`src/hw/rtl/pds_pkg.sv`:
```
// ----------------------------------------------------------------------------
// pds_pkg
// shared widths, register indexes and the cell record of the divider chain
// ----------------------------------------------------------------------------
package pds_pkg;

  // quotient bits, one divider cell each
  localparam int unsigned QuoW = 8;
  // product width of a 16 bit target and an 8 bit reference divider
  localparam int unsigned TmW  = 24;
  // divisor 2*R
  localparam int unsigned DivW = 17;
  // partial remainder, below 256 * 2R
  localparam int unsigned RemW = DivW + QuoW;

  localparam logic [1:0]      SlotMax = 2'd3;
  localparam logic [1:0]      PostMax = 2'd3;
  localparam logic [QuoW-1:0] FbSat   = 8'hFF;

  typedef enum logic [1:0] {
    CFG_REF_DIVIDER = 2'd0,
    CFG_REF_FREQ    = 2'd1,
    CFG_MIN_FREQ    = 2'd2,
    CFG_MAX_FREQ    = 2'd3
  } cfg_idx_e;

  // fields that ride along the chain untouched
  typedef struct packed {
    logic       hi;
    logic       lo;
    logic [1:0] p;
    logic [7:0] new_post_div;
    logic [1:0] slot;
  } side_t;

  typedef struct packed {
    logic [RemW-1:0] rem;
    logic [DivW-1:0] dvs;
    logic [QuoW-1:0] quo;
    side_t           side;
  } cell_t;

endpackage

```
`src/hw/rtl/pds_front.sv`:
```
// ----------------------------------------------------------------------------
// pds_front
// clamps the request, forms T*M, picks the post code and loads the divider
// ----------------------------------------------------------------------------
module pds_front import pds_pkg::*; (
  input  logic        clk_i,
  input  logic        rst_ni,
  input  logic        req_i,
  input  logic [15:0] target_freq_i,
  input  logic [7:0]  clock_slot_i,
  input  logic [7:0]  old_post_div_i,
  input  logic [7:0]  ref_divider_i,
  input  logic [15:0] ref_freq_i,
  input  logic [15:0] min_freq_i,
  input  logic [15:0] max_freq_i,
  output logic        active_o,
  output logic        valid_o,
  output cell_t       cell_o
);

  // stage a: clamp and multiply
  logic [15:0]    t_lo, t_cl;
  logic [1:0]     slot_cl;
  logic [TmW-1:0] tm_d;

  logic           a_valid_q;
  logic [TmW-1:0] a_tm_q;
  logic [15:0]    a_r_q;
  logic [1:0]     a_slot_q;
  logic [7:0]     a_old_q;

  always_comb begin
    t_lo    = (target_freq_i < min_freq_i) ? min_freq_i : target_freq_i;
    t_cl    = (t_lo > max_freq_i) ? max_freq_i : t_lo;
    slot_cl = (clock_slot_i > 8'(SlotMax)) ? SlotMax : clock_slot_i[1:0];
    tm_d    = TmW'(t_cl) * TmW'(ref_divider_i);
  end

  always_ff @(posedge clk_i or negedge rst_ni) begin
    if (!rst_ni) begin
      a_valid_q <= 1'b0;
    end else begin
      a_valid_q <= req_i;
    end
  end

  always_ff @(posedge clk_i) begin
    if (req_i) begin
      a_tm_q   <= tm_d;
      a_r_q    <= ref_freq_i;
      a_slot_q <= slot_cl;
      a_old_q  <= old_post_div_i;
    end
  end

  // stage b: thresholds on Q via T*M against multiples of R
  logic [TmW-1:0]  r255;
  logic            hi, lo;
  logic [1:0]      p;
  logic [2:0]      sh;
  logic [TmW+3:0]  num;
  logic [7:0]      newb;
  cell_t           cell_d;
  logic            valid_q;
  cell_t           cell_q;

  always_comb begin
    r255 = {a_r_q, 8'd0} - TmW'(a_r_q);
    hi   = (a_r_q == 16'd0) || ({1'b0, a_tm_q} > {r255, 1'b0});
    lo   = 1'b0;
    if (hi) begin
      p = 2'd0;
    end else if (a_tm_q > r255) begin
      p = 2'd0;
    end else if ({a_tm_q, 1'b0} > {1'b0, r255}) begin
      p = 2'd1;
    end else if ({a_tm_q, 2'b0} > {2'b0, r255}) begin
      p = 2'd2;
    end else begin
      p  = PostMax;
      lo = a_tm_q < {3'd0, a_r_q, 5'd0};
    end
    // rounding: (T*M*2^P + R) / (2R)
    num  = ((TmW + 4)'(a_tm_q) << p) + (TmW + 4)'(a_r_q);
    sh   = {a_slot_q, 1'b0};
    newb = (a_old_q & ~(8'(PostMax) << sh)) | (8'(p) << sh);

    cell_d.rem               = num[RemW-1:0];
    cell_d.dvs               = {a_r_q, 1'b0};
    cell_d.quo               = '0;
    cell_d.side.hi           = hi;
    cell_d.side.lo           = lo;
    cell_d.side.p            = p;
    cell_d.side.new_post_div = newb;
    cell_d.side.slot         = a_slot_q;
  end

  always_ff @(posedge clk_i or negedge rst_ni) begin
    if (!rst_ni) begin
      valid_q <= 1'b0;
    end else begin
      valid_q <= a_valid_q;
    end
  end

  always_ff @(posedge clk_i) begin
    if (a_valid_q) begin
      cell_q <= cell_d;
    end
  end

  assign active_o = a_valid_q | valid_q;
  assign valid_o  = valid_q;
  assign cell_o   = cell_q;

endmodule

```
`src/hw/rtl/pds_div_cell.sv`:
```
// ----------------------------------------------------------------------------
// pds_div_cell
// one restoring division step, settles one quotient bit per request
// ----------------------------------------------------------------------------
module pds_div_cell import pds_pkg::*; #(
  parameter int unsigned BitIdx = 0
) (
  input  logic  clk_i,
  input  logic  rst_ni,
  input  logic  valid_i,
  input  cell_t cell_i,
  output logic  valid_o,
  output cell_t cell_o
);

  logic [RemW-1:0] step;
  logic            fits;
  cell_t           cell_d;
  logic            valid_q;
  cell_t           cell_q;

  always_comb begin
    step   = RemW'(cell_i.dvs) << BitIdx;
    fits   = cell_i.rem >= step;
    cell_d = cell_i;
    if (fits) begin
      cell_d.rem         = cell_i.rem - step;
      cell_d.quo[BitIdx] = 1'b1;
    end
  end

  always_ff @(posedge clk_i or negedge rst_ni) begin
    if (!rst_ni) begin
      valid_q <= 1'b0;
    end else begin
      valid_q <= valid_i;
    end
  end

  always_ff @(posedge clk_i) begin
    if (valid_i) begin
      cell_q <= cell_d;
    end
  end

  assign valid_o = valid_q;
  assign cell_o  = cell_q;

endmodule

```
`src/hw/rtl/pll_divider_select_unit.sv`:
```
// ----------------------------------------------------------------------------
// pll_divider_select_unit
// feedback and post divider selection for a programmable pixel clock pll
// ----------------------------------------------------------------------------
// usage
//   request channel: target_freq_i, clock_slot_i and old_post_div_i are taken
//   at a rising edge where start_i is high and busy_o is low. busy_o stays
//   low, so a new request may enter every cycle.
//   result channel: done_o marks one cycle in which feedback_div_o,
//   post_code_o, new_post_div_o, slot_used_o, q_high_o and q_low_o hold the
//   result; the receiver cannot hold it off.
//   path: the request edge loads the first front stage; the request then
//   passes the second front stage, eight divider cells and one output
//   register, which raises done_o.
//   throughput: one request per cycle, set by the cell chain where each
//   cell settles one quotient bit and hands its remainder on every cycle.
//   configuration: cfg_valid_i/cfg_ready_o with cfg_index_i and cfg_data_i;
//   ready is high only while no request is in flight.
//   reset: registers return to M=1, R=1432, min=0, max=65535 and all
//   requests in flight are dropped.
// ----------------------------------------------------------------------------
module pll_divider_select_unit import pds_pkg::*; (
  input  logic        clk_i,
  input  logic        rst_ni,
  // request
  input  logic        start_i,
  output logic        busy_o,
  input  logic [15:0] target_freq_i,
  input  logic [7:0]  clock_slot_i,
  input  logic [7:0]  old_post_div_i,
  // configuration writes
  input  logic        cfg_valid_i,
  output logic        cfg_ready_o,
  input  logic [1:0]  cfg_index_i,
  input  logic [15:0] cfg_data_i,
  // result
  output logic        done_o,
  output logic [7:0]  feedback_div_o,
  output logic [1:0]  post_code_o,
  output logic [7:0]  new_post_div_o,
  output logic [1:0]  slot_used_o,
  output logic        q_high_o,
  output logic        q_low_o
);

  // configuration registers
  logic [7:0]  ref_divider_q;
  logic [15:0] ref_freq_q;
  logic [15:0] min_freq_q;
  logic [15:0] max_freq_q;
  logic        cfg_we;

  assign cfg_we = cfg_valid_i & cfg_ready_o;

  always_ff @(posedge clk_i or negedge rst_ni) begin
    if (!rst_ni) begin
      ref_divider_q <= 8'd1;
      ref_freq_q    <= 16'd1432;
      min_freq_q    <= 16'd0;
      max_freq_q    <= 16'hFFFF;
    end else if (cfg_we) begin
      case (cfg_idx_e'(cfg_index_i))
        CFG_REF_DIVIDER: ref_divider_q <= cfg_data_i[7:0];
        CFG_REF_FREQ:    ref_freq_q    <= cfg_data_i;
        CFG_MIN_FREQ:    min_freq_q    <= cfg_data_i;
        CFG_MAX_FREQ:    max_freq_q    <= cfg_data_i;
        default: ;
      endcase
    end
  end

  // pipeline never stalls
  assign busy_o = 1'b0;

  logic front_active;
  logic valid_c [QuoW+1];
  cell_t cell_c [QuoW+1];

  pds_front u_front (
    .clk_i          (clk_i),
    .rst_ni         (rst_ni),
    .req_i          (start_i & ~busy_o),
    .target_freq_i  (target_freq_i),
    .clock_slot_i   (clock_slot_i),
    .old_post_div_i (old_post_div_i),
    .ref_divider_i  (ref_divider_q),
    .ref_freq_i     (ref_freq_q),
    .min_freq_i     (min_freq_q),
    .max_freq_i     (max_freq_q),
    .active_o       (front_active),
    .valid_o        (valid_c[0]),
    .cell_o         (cell_c[0])
  );

  // cell k settles quotient bit QuoW-1-k, most significant first
  for (genvar k = 0; k < QuoW; k++) begin : g_cell
    pds_div_cell #(
      .BitIdx (QuoW - 1 - k)
    ) u_cell (
      .clk_i   (clk_i),
      .rst_ni  (rst_ni),
      .valid_i (valid_c[k]),
      .cell_i  (cell_c[k]),
      .valid_o (valid_c[k+1]),
      .cell_o  (cell_c[k+1])
    );
  end

  // chain occupancy, blocks configuration writes while anything is in flight
  logic [QuoW:0] chain_busy;
  for (genvar k = 0; k <= QuoW; k++) begin : g_busy
    assign chain_busy[k] = valid_c[k];
  end

  // output register, saturated feedback divider when Q overflowed
  logic       done_q;
  logic [7:0] feedback_div_q;
  logic [1:0] post_code_q;
  logic [7:0] new_post_div_q;
  logic [1:0] slot_used_q;
  logic       q_high_q;
  logic       q_low_q;
  side_t      last_side;

  assign last_side = cell_c[QuoW].side;

  always_ff @(posedge clk_i or negedge rst_ni) begin
    if (!rst_ni) begin
      done_q <= 1'b0;
    end else begin
      done_q <= valid_c[QuoW];
    end
  end

  always_ff @(posedge clk_i) begin
    if (valid_c[QuoW]) begin
      feedback_div_q <= last_side.hi ? FbSat : cell_c[QuoW].quo;
      post_code_q    <= last_side.p;
      new_post_div_q <= last_side.new_post_div;
      slot_used_q    <= last_side.slot;
      q_high_q       <= last_side.hi;
      q_low_q        <= last_side.lo;
    end
  end

  assign cfg_ready_o    = ~(front_active | (|chain_busy) | done_q);
  assign done_o         = done_q;
  assign feedback_div_o = feedback_div_q;
  assign post_code_o    = post_code_q;
  assign new_post_div_o = new_post_div_q;
  assign slot_used_o    = slot_used_q;
  assign q_high_o       = q_high_q;
  assign q_low_o        = q_low_q;

`ifndef NO_ASSERTIONS
  // overflow forces the saturated divider with the fastest post code
  a_high_sat: assert property (@(posedge clk_i) disable iff (!rst_ni)
    done_o && q_high_o |-> feedback_div_o == FbSat && post_code_o == 2'd0)
    else $error("overflowed Q not saturated");

  // a low Q only arises on the slowest post code
  a_low_code: assert property (@(posedge clk_i) disable iff (!rst_ni)
    done_o && q_low_o |-> post_code_o == PostMax && !q_high_o)
    else $error("low Q flag with wrong post code");

  // an idle configuration port means no result can still be on its way
  a_idle_quiet: assert property (@(posedge clk_i) disable iff (!rst_ni)
    cfg_ready_o |-> !done_o)
    else $error("result while pipeline reported empty");

  // the new register byte carries the post code in the slot's field
  a_field: assert property (@(posedge clk_i) disable iff (!rst_ni)
    done_o |-> ((new_post_div_o >> {slot_used_o, 1'b0}) & 8'h03) == 8'(post_code_o))
    else $error("slot field does not hold the post code");
`endif

endmodule
```
`config.mk`:
```
export PLATFORM = sky130hd
export DESIGN_NAME = pll_divider_select_unit
export DESIGN_NICKNAME = d
export VERILOG_FILES = /design/src/hw/rtl/pds_pkg.sv /design/src/hw/rtl/pds_front.sv /design/src/hw/rtl/pds_div_cell.sv /design/src/hw/rtl/pll_divider_select_unit.sv
export SDC_FILE = /design/constraint.sdc
export NUM_CORES = 1
export LEC_CHECK = 0
export ABC_AREA = 0
export BUFFER_PORTS_ARGS = -buffer_cell sky130_fd_sc_hd__buf_2
export CELL_PAD_IN_SITES_DETAIL_PLACEMENT = 1
export CELL_PAD_IN_SITES_GLOBAL_PLACEMENT = 2
export CORE_ASPECT_RATIO = 0.7
export CORE_MARGIN = 8
export CORE_UTILIZATION = 47
export DETAILED_ROUTE_END_ITERATION = 8
export PLACE_DENSITY_LB_ADDON = 0.1
export SYNTH_ARGS = -nofsm -noshare
export SYNTH_HDL_FRONTEND = slang
export SYNTH_SLANG_ARGS = --single-unit
```
`constraint.sdc`:
```
create_clock -name clk_i -period 26.8 [get_ports clk_i]
set_input_delay 2.68 -clock clk_i [delete_from_list [all_inputs] [get_ports clk_i]]
set_output_delay 2.68 -clock clk_i [all_outputs]
set_load 0.01 [all_outputs]
```
==> metrics, run 1 <==
number of global-route vias before repair 26800; Die Area 88700 µm²; Clock Root Buffer clkbuf_16; CTS clk-pin slew, worst paths 60 ps; Slew Limit Fails 0; synthesized instance count 3253; Top cell by count, worst path a21o_1; Starting Density 47.4%; ranking of synthesized cells by area edfxtp_1, ha_1, fa_1; Post-Synth Adder-Cell Area 16.2%; clk sinks 629; Layout Cells excl Fill 4486; cell area after synthesis 37300 µm²; met3 routed wirelength 8020 µm; Final setup viols 0; max cap viols 0; vias 25400; Max Used Layer met5; post-synthesis compound-gate area fraction 11.3%; Synth warnings 0; CORE AREA 78700 µm²; PostCTS Resize Cnt 0; clk_lat worst skew 620 ps; drt total wl 108000 µm; Rel. slew slack 18.6%; sequential area share after synthesis 49.8%; WL/cell 24.2 µm; IO Port Bufs 77; Req. time, crit path 27150 ps; fin crit period 13460 ps; die width 353 µm; Crit Path Max Fanout 47; simple-gate area share of the yosys netlist 11.7%; Inst Count DP 4366; WL met1 54300 µm; Layout fillers 8257; Synth Register Bits 629; Die Ht 252 µm; syn avg cell area 11.5 µm²; DR vias/cell 5.67; postcts setup bufs 0; slowest cell on the critical path o21a_1; routability cong. 0.943; CP Capture Type flop; post-synth cell types 87; CP arrival 13810 ps; largest net degree at the start of global routing 68; period utilization 50.2%; top cells by count, synth edfxtp_1, inv_1, ha_1; Achievable Freq 0.0743 GHz; CTS buffer count 66; remaining antenna violation count after routing 0; min-delay worst type reg -> reg; DP Wirelength 85400 µm; VDD IR max 0.0000635 V; skew final 32.8 ps; H-Tree Depth 3; TNS Setup 0 ps; CTS tree built; main combinational cell family by area after synthesis adder cells; Row Count 86; Fin. Hold Viols 0; top cell type by total area after synthesis edfxtp_1; Detail Route met2 WL 43300 µm; share of the synthesized area in the top cell type 45.3%; first-pass GRT wire length 165000 µm; status finished, final reports clean; Critical Path Max Stage Delay 630 ps; CTS Hold Buffers Added 0; CP startpoint kind input port; initial antenna violation count 8; First-pass DRT Iterations 7; Leak 17.1 nW; PnR Total Power 0.00342 W; I/O Pins 79; layout cells sized above 1 10.5%; RSZ-0062 raised after global routing no; CP Class in -> reg; nets 3860; worst-margin pin slew 1220 ps; Post-synth EDFFs 562; Mapped Nets 3735; All-Layer GR Usage 24.1%; Async S/R FF share, synth 10.7%; mux contribution to synthesized area 3.30%; DR DRC count 0; ys flop type edfxtp_1; maximum clock path buffer count 3; Area Growth Syn to Fin 10.5%; remaining global-route overflow 0; worst hold slack 405 ps; power per cell area 83.0 nW/µm²; XOR/XNOR share of the synthesized area 3.34%; drt initial violations 1845; count leader, synth edfxtp_1
[where the power goes]
part	switching, W	internal, W	leakage [nW]
Combinational	0.000657	0.000451	9.89
Clock	0.000384	0.000499	1.02
Sequential	0.000128	0.00130	6.22
Total	0.00117	0.00225	17.1
[area by class of cell]
type                       count  area [µm²]  share of cell area (%)
multi-input combinational   2202       17200                    41.6
antenna                        1        2.50                 0.00608
timing repair buffer         117         686                    1.66
tap                         1056        1320                    3.21
clock inverter                37         282                   0.683
sequential                   629       18600                    45.1
inverter                     362        1360                    3.30
clock buffer                  82        1800                    4.36
[placed cells by master, fill, tap and decap left out, types with 63 or more instances in the layout]
master	instances
a21o_1	64
a21oi_1	150
and2_1	114
buf_2	77
clkbuf_16	69
edfxtp_1	562
fa_1	92
ha_1	336
inv_1	359
mux2_2	64
nand2_1	230
nor2_1	156
nor3_1	77
o21ai_0	151
xnor2_1	79
xor2_1	63
[state kept, by name (all words and copies together) (netlist names), 2 cells and up]
register and count:
min_freq_q 16, post_code_o 2, slot_used_o 2, u_front.cell_o 55, ref_freq_q 16, u_front.a_old_q 8
g_cell.u_cell.valid_o 8, u_front.a_tm_q 24, ref_divider_q 8, u_front.a_r_q 16, feedback_div_o 8, max_freq_q 16
new_post_div_o 8, g_cell.u_cell.cell_o 435, u_front.a_slot_q 2
[worst max-delay path: cells and delay by family]
family / cells / cell delay, ps
buffers and inverters: 7 / 1310
AO/OA/AOI/OAI: 20 / 4980
XOR/XNOR: 1 / 100
AND/OR/NAND/NOR: 6 / 1200
adder cells (fa/ha/maj): 7 / 3090
multiplexers: 1 / 380
[per-stage QoR]
stage	utilization, %	cell area [µm²]	setup slack, ps
floorplan	-	37300	14200
global placement	49.7	39100	12970
detailed placement	49.7	39100	12850
CTS	52.4	41200	13470
global route	52.4	41200	12560
finish	52.4	41200	13340
[path summary, 6_finish.rpt]
check / end / cells after the start / slack [ps] / start
setup / recovery: u_front.a_tm_q[22] / 42 / 13340 / target_freq_i[1]
hold / removal: g_cell[2].u_cell.cell_o[13] / 0 / 400 / g_cell[1].u_cell.cell_o[13]
setup reg to reg: u_front.a_tm_q[22] / 42 / 15050 / min_freq_q[1]
hold reg to reg: g_cell[2].u_cell.cell_o[13] / 0 / 400 / g_cell[1].u_cell.cell_o[13]
max in group asynchronous: u_front.valid_o / 2 / 23760 / rst_ni
min in group asynchronous: u_front.a_valid_q / 2 / 2340 / rst_ni
[metal layers]
metal,up-vias,GRT usage (%)
met3,150,6.68
met4,2,6.41
li1,12000,-
met2,595,34.2
met1,12700,36.2
met5,-,0
[cells by family after synthesis]
family,Yosys count
AO/OA/AOI/OAI,658
AND/OR/NAND/NOR,860
adder cells (fa/ha/maj),428
flip-flops,629
other,1
buffers and inverters,422
XOR/XNOR,142
multiplexers,113
Note: power is estimated with default switching activity, not from simulation.
==> inputs of run 2 (changes only) <==
- CORE_UTILIZATION: 47 -> 44
- clock period: 26.8 -> 14 ns (I/O delays scaled with it)
==> metrics, run 2 (synthesis results as in run 1) <==
status finished, final reports clean; drt initial violations 1741 (-5.6%); CP Capture Type flop; Worst Reg-to-Reg Cells 41 (-2.4%); CP arrival 11940 ps (-1870 ps); max cap viols 0 (unchanged); Leak 17.1 nW (-0.17%); Hold Path Cell Cnt 0 (unchanged); Top cell by count, worst path a21o_1; # diodes 0 (-1); layout cells sized above 1 10.3% (-0.15 points); most common cell after layout, fill and taps aside edfxtp_1; Die Area 94400 µm² (+6.4%); max reg flops 435 (unchanged); period utilization 82.8%; final instance area 41300 µm² (+0.27%); VDD IR max 0.000129 V (+100%); Clock Power Share 26.3% (+0.5 points); slowest cell on the critical path o211ai_1; worst-margin pin slew 1210 ps (-11.3 ps); CTS clk-pin slew, worst paths 60 ps (about the same); Inst Count DP 4442 (+1.7%); Final setup viols 0 (unchanged); number of global-route vias before repair 26600 (-0.44%); worst reg2reg path startpoint min_freq_q[1]; Row Count 89 (+3.5%); power per cell area 159 nW/µm² (+91%); Crit Path Max Fanout 27 (-43%); Starting Density 44.3% (-3.1 points); reg2reg end u_front.a_tm_q[22]; clk sinks 629 (unchanged); Clock Root Buffer clkbuf_16; remaining global-route overflow 0 (unchanged); CP Class in -> reg; Die Ht 260 µm (+3.1%); postcts setup bufs 0 (unchanged); CTS tree built; All-Layer GR Usage 22.7% (-1.5 points); PostCTS Resize Cnt 0 (unchanged); First-pass DRT Iterations 5 (-2); Power Internal 0.00431 W (+92%); part of the power in registers 41.6% (-0.2 points); first-pass GRT wire length 164000 µm (-0.25%); maximum clock path buffer count 3 (unchanged); Post-Place Setup Slack 1870 ps (-10990 ps); CP bufs+invs 6 (-1); CORE AREA 84100 µm² (+6.9%); die width 364 µm (+3.2%); skew final 26.1 ps (-6.68 ps); fin crit period 11590 ps; DP Wirelength 84300 µm (-1.3%); post-layout util 49.1% (-3.2 points); Layout Cells excl Fill 4567 (+1.8%); CP startpoint kind input port; CTS Hold Buffers Added 0 (unchanged); Critical Path Max Stage Delay 670 ps (+40 ps); Req. time, crit path 14350 ps (-12800 ps); sw frac 34.3% (+0.10 points); Hold Path Origin g_cell[4].u_cell.cell_o[17]; most frequent cells in the layout edfxtp_1, inv_1, ha_1, nand2_1, nor2_1; DR DRC count 0 (unchanged); drt total wl 107000 µm (-1.7%); IO Port Bufs 77 (unchanged); CTS buffer count 68 (+3.0%); WL/cell 23.3 µm (-3.4%); CP delay by family, top compound AO/OA/AOI/OAI gates; largest net degree at the start of global routing 64 (-5.9%); routability cong. 0.890 (-5.6%); initial antenna violation count 9 (+1); sw power 0.00225 W (+92%); Hold Path End g_cell[5].u_cell.cell_o[17]; TNS Setup 0 ps (unchanged); remaining antenna violation count after routing 0 (unchanged); Fin. Hold Viols 0 (unchanged); DR vias/cell 5.54 (-2.3%); Layout fillers 8905 (+7.8%); RSZ-0062 raised after global routing no; Area Growth Syn to Fin 10.8%; Rel. slew slack 19.3% (+0.76 points); Slew Limit Fails 0 (unchanged); reg-to-reg slack, setup 2890 ps (-12160 ps); Comb pwr share 32.1% (-0.3 points); min-delay worst type reg -> reg; vias 25300 (-0.55%); slack of the critical path 2410 ps (-10930 ps); clk_lat worst skew 610 ps (about the same); Achievable Freq 0.0863 GHz; I/O Pins 79 (unchanged); nets 3857 (-0.078%); placed instance area 39200 µm² (+0.13%); H-Tree Depth 3 (unchanged)
[run 2: cell count changes in the layout (fill, tap and decap cells not counted), moves of 2 or more]
cell	change
clkbuf_8	-2
clkinv_4	+2
clkinv_1	+4
clkinvlp_4	+5
inv_6	+4
buf_4	-5
inv_16	+2
clkinv_2	-8
[run 2: how the worst max path moves through the flow]
| stage | from | end | slack [ps] | cells past startpoint |
|---|---|---|---|---|
| global placement | target_freq_i[1] | u_front.a_tm_q[22] | 2020 | 41 |
| global route | target_freq_i[1] | u_front.a_tm_q[22] | 1760 | 41 |
| finish | target_freq_i[1] | u_front.a_tm_q[22] | 2410 | 41 |
| CTS | target_freq_i[1] | u_front.a_tm_q[22] | 2530 | 41 |
| floorplan | target_freq_i[1] | u_front.a_tm_q[22] | 2680 | 42 |
| detailed placement | target_freq_i[1] | u_front.a_tm_q[22] | 1870 | 41 |
[run 2: power groups by stage]
stage / combinational, W / sequential, W / clock, W
finish: 0.00210 / 0.00273 / 0.00173
global route: 0.00236 / 0.00276 / 0.00184
CTS: 0.00210 / 0.00273 / 0.00177
detailed placement: 0.00209 / 0.00277 / 0
global placement: 0.00201 / 0.00276 / 0
floorplan: 0.00152 / 0.00266 / 0
[run 2: worst reg2reg max path: cells and delay by family, from the launching register on]
family                   cells  cell delay (ps)
buffers and inverters        6              910
multiplexers                 1              380
AO/OA/AOI/OAI               20             4980
adder cells (fa/ha/maj)      7             2980
XOR/XNOR                     1               90
flip-flops                   1              390
AND/OR/NAND/NOR              6             1100
[run 2: cell type report]
type	instances	area, µm²	share of cell area (%)
repair buffers	112	648	1.57
clock inverters	46	394	0.954
multi-input cells	2202	17100	41.5
flip-flops and latches	629	18600	45.0
inverters	362	1360	3.29
clock buffers	79	1740	4.22
well taps	1137	1420	3.44
[run 2: metrics by stage]
stage               power, W  hold WS (ps)
floorplan            0.00418           400
global placement     0.00476           400
detailed placement   0.00486           406
CTS                  0.00661           409
global route         0.00696           420
finish               0.00656           407
[run 2: routing by layer]
layer	up-vias	global-route usage, %	part of all wire, %
met1	12700	35.7	53
met4	0	5.51	2.2
met2	457	33.0	41
met3	130	2.67	3.8
li1	12000	-	-
met5	-	0	0
==> inputs of run 3 (changes only) <==
- CORE_UTILIZATION: 44 -> 40
- clock period: 14 -> 9.6 ns (I/O delays scaled with it)
==> metrics, run 3 (synthesis results as in run 1) <==
status complete, but fails checks; failing checks max-capacitance violations; I/O Pins 79 (unchanged); RSZ-0062 raised after global routing yes; Slew Limit Fails 0 (unchanged); skew final 31.0 ps (+4.91 ps); IO Port Bufs 77 (unchanged); Hold Path Origin u_front.cell_o[2]; first-pass GRT wire length 167000 µm (+1.5%); Critical Path Max Stage Delay 520 ps (-150 ps); Top cell by count, worst path a21o_1; WL/cell 22.7 µm (-2.8%); CTS tree built; DP Wirelength 86500 µm (+2.6%); min-delay worst type reg -> reg; CP Class reg -> reg; Crit Path Max Fanout 8 (-70%); most common cell after layout, fill and taps aside edfxtp_1; most frequent cells in the layout edfxtp_1, inv_1, ha_1, nand2_1, buf_4; CORE AREA 92200 µm² (+9.6%); CP Capture Type flop; vias 25900 (+2.5%); Die Ht 271 µm (+4.6%); number of global-route vias before repair 27400 (+2.8%); Hold Path Cell Cnt 0 (unchanged); reg2reg end u_front.a_tm_q[22]; VDD IR max 0.000132 V (+2.4%); max cap viols 1 (+1); Starting Density 40.5% (-3.9 points); drt total wl 110000 µm (+2.7%); H-Tree Depth 3 (unchanged); routability cong. 0.953 (+7.1%); worst hold slack 407 ps (-0.502 ps); Clock Root Buffer clkbuf_16; post-layout util 47.1% (-2.0 points); Row Count 93 (+4.5%); maximum clock path buffer count 3 (unchanged); DR vias/cell 5.37 (-3.1%); Fin. Hold Viols 0 (unchanged); nets 4023 (+4.3%); Layout fillers 9795 (+10%); All-Layer GR Usage 20.8% (-1.8 points); CTS buffer count 69 (+1.5%); die width 381 µm (+4.7%); layout cells sized above 1 16.8% (+6.5 points); largest net degree at the start of global routing 68 (+6.3%); fin crit period 9530 ps; CTS clk-pin slew, worst paths 60 ps (about the same); CP arrival 9910 ps (-2030 ps); Leak 18.1 nW (+5.8%); Achievable Freq 0.105 GHz; Hold Path End g_cell[0].u_cell.cell_o[2]; period utilization 99.3%; Worst Reg-to-Reg Cells 46 (+12%); remaining antenna violation count after routing 0 (unchanged); clk_lat worst skew 660 ps (+50 ps); Area Growth Syn to Fin 16.4%; reg-to-reg slack, setup 70 ps (-2820 ps); CP startpoint kind flop; remaining global-route overflow 0 (unchanged); First-pass DRT Iterations 5 (unchanged); clk sinks 629 (unchanged); Inst Count DP 4680 (+5.4%); Final setup viols 0 (unchanged); initial antenna violation count 3 (-6); Die Area 103000 µm² (+9.5%); DR DRC count 0 (unchanged); Rel. slew slack 3.46% (-16 points); worst reg2reg path startpoint min_freq_q[1]; Req. time, crit path 9990 ps (-4360 ps); Layout Cells excl Fill 4830 (+5.8%); drt initial violations 1624 (-6.7%); power per cell area 229 nW/µm² (+44%); CTS Hold Buffers Added 0 (unchanged); slowest cell on the critical path fa_1; max reg flops 435 (unchanged); worst-margin pin slew 1440 ps (+239 ps)
## run 3: layout make-up
type                    instances  area [µm²]  share of cell area [%]
flip-flops and latches        629       18600                    42.8
multi-input cells            2202       17600                    40.6
repair buffers                277        2000                    4.61
clock buffers                  80        1800                    4.15
well taps                    1235        1550                    3.56
inverters                     362        1360                    3.13
clock inverters                44         474                    1.09
diodes                          1        2.50                 0.00577
## run 3: worst max path at each step
| stage | startpoint | end | slack [ps] | cells past startpoint |
|---|---|---|---|---|
| finish | min_freq_q[1] | u_front.a_tm_q[22] | 70 | 46 |
| global route | min_freq_q[1] | u_front.a_tm_q[22] | -250 | 47 |
| CTS | min_freq_q[1] | u_front.a_tm_q[23] | 30 | 44 |
| detailed placement | target_freq_i[1] | u_front.a_tm_q[22] | -770 | 44 |
| global placement | target_freq_i[1] | u_front.a_tm_q[23] | -610 | 46 |
| floorplan | target_freq_i[1] | u_front.a_tm_q[22] | -4 | 44 |
## run 3: repair_timing
action,CTS,global route
buffers inserted,7,18
pin swaps,5,50
gates resized for setup,8,75
setup endpoints to repair,6,13
gates cloned,0,2
## run 3: report_power, final
part           switching, W  internal (W)
clock               0.00113       0.00155
sequential         0.000354       0.00363
combinational       0.00187       0.00139
total               0.00336       0.00657
## run 3: metrics by stage
| step | TNS [ps] | worst slack, ps | instance area, µm² | power (W) |
|---|---|---|---|---|
| 5_1_grt | -517 | -247 | 43400 | 0.0105 |
| 6_report | 0 | 71.3 | 43400 | 0.00992 |
| 3_3_place_gp | -4120 | -609 | 40500 | 0.00708 |
| 2_1_floorplan | -4.40 | -4.40 | 37500 | 0.00611 |
| 3_5_place_dp | -6200 | -775 | 40500 | 0.00722 |
| 4_1_cts | 0 | 26.8 | 42900 | 0.00997 |
## run 3: critical path, delay by kind of cell, from the launching register on
| family | cells | cell delay [ps] |
|---|---|---|
| AOI/OAI and AO/OA | 23 | 4420 |
| adders and majority gates | 7 | 2100 |
| muxes | 1 | 360 |
| buffers and inverters | 8 | 980 |
| and+or+nand+nor | 6 | 920 |
| xor gates and xnor gates | 1 | 90 |
| DFF | 1 | 390 |
## run 3: metal layers
layer / vias to the layer above / GRT usage [%] / share of wire, %
li1: 12400 / - / -
met1: 12900 / 31.5 / 51
met2: 488 / 29.4 / 40
met3: 145 / 5.49 / 6.3
met4: 2 / 5.12 / 2.4
met5: - / 0 / 0.012
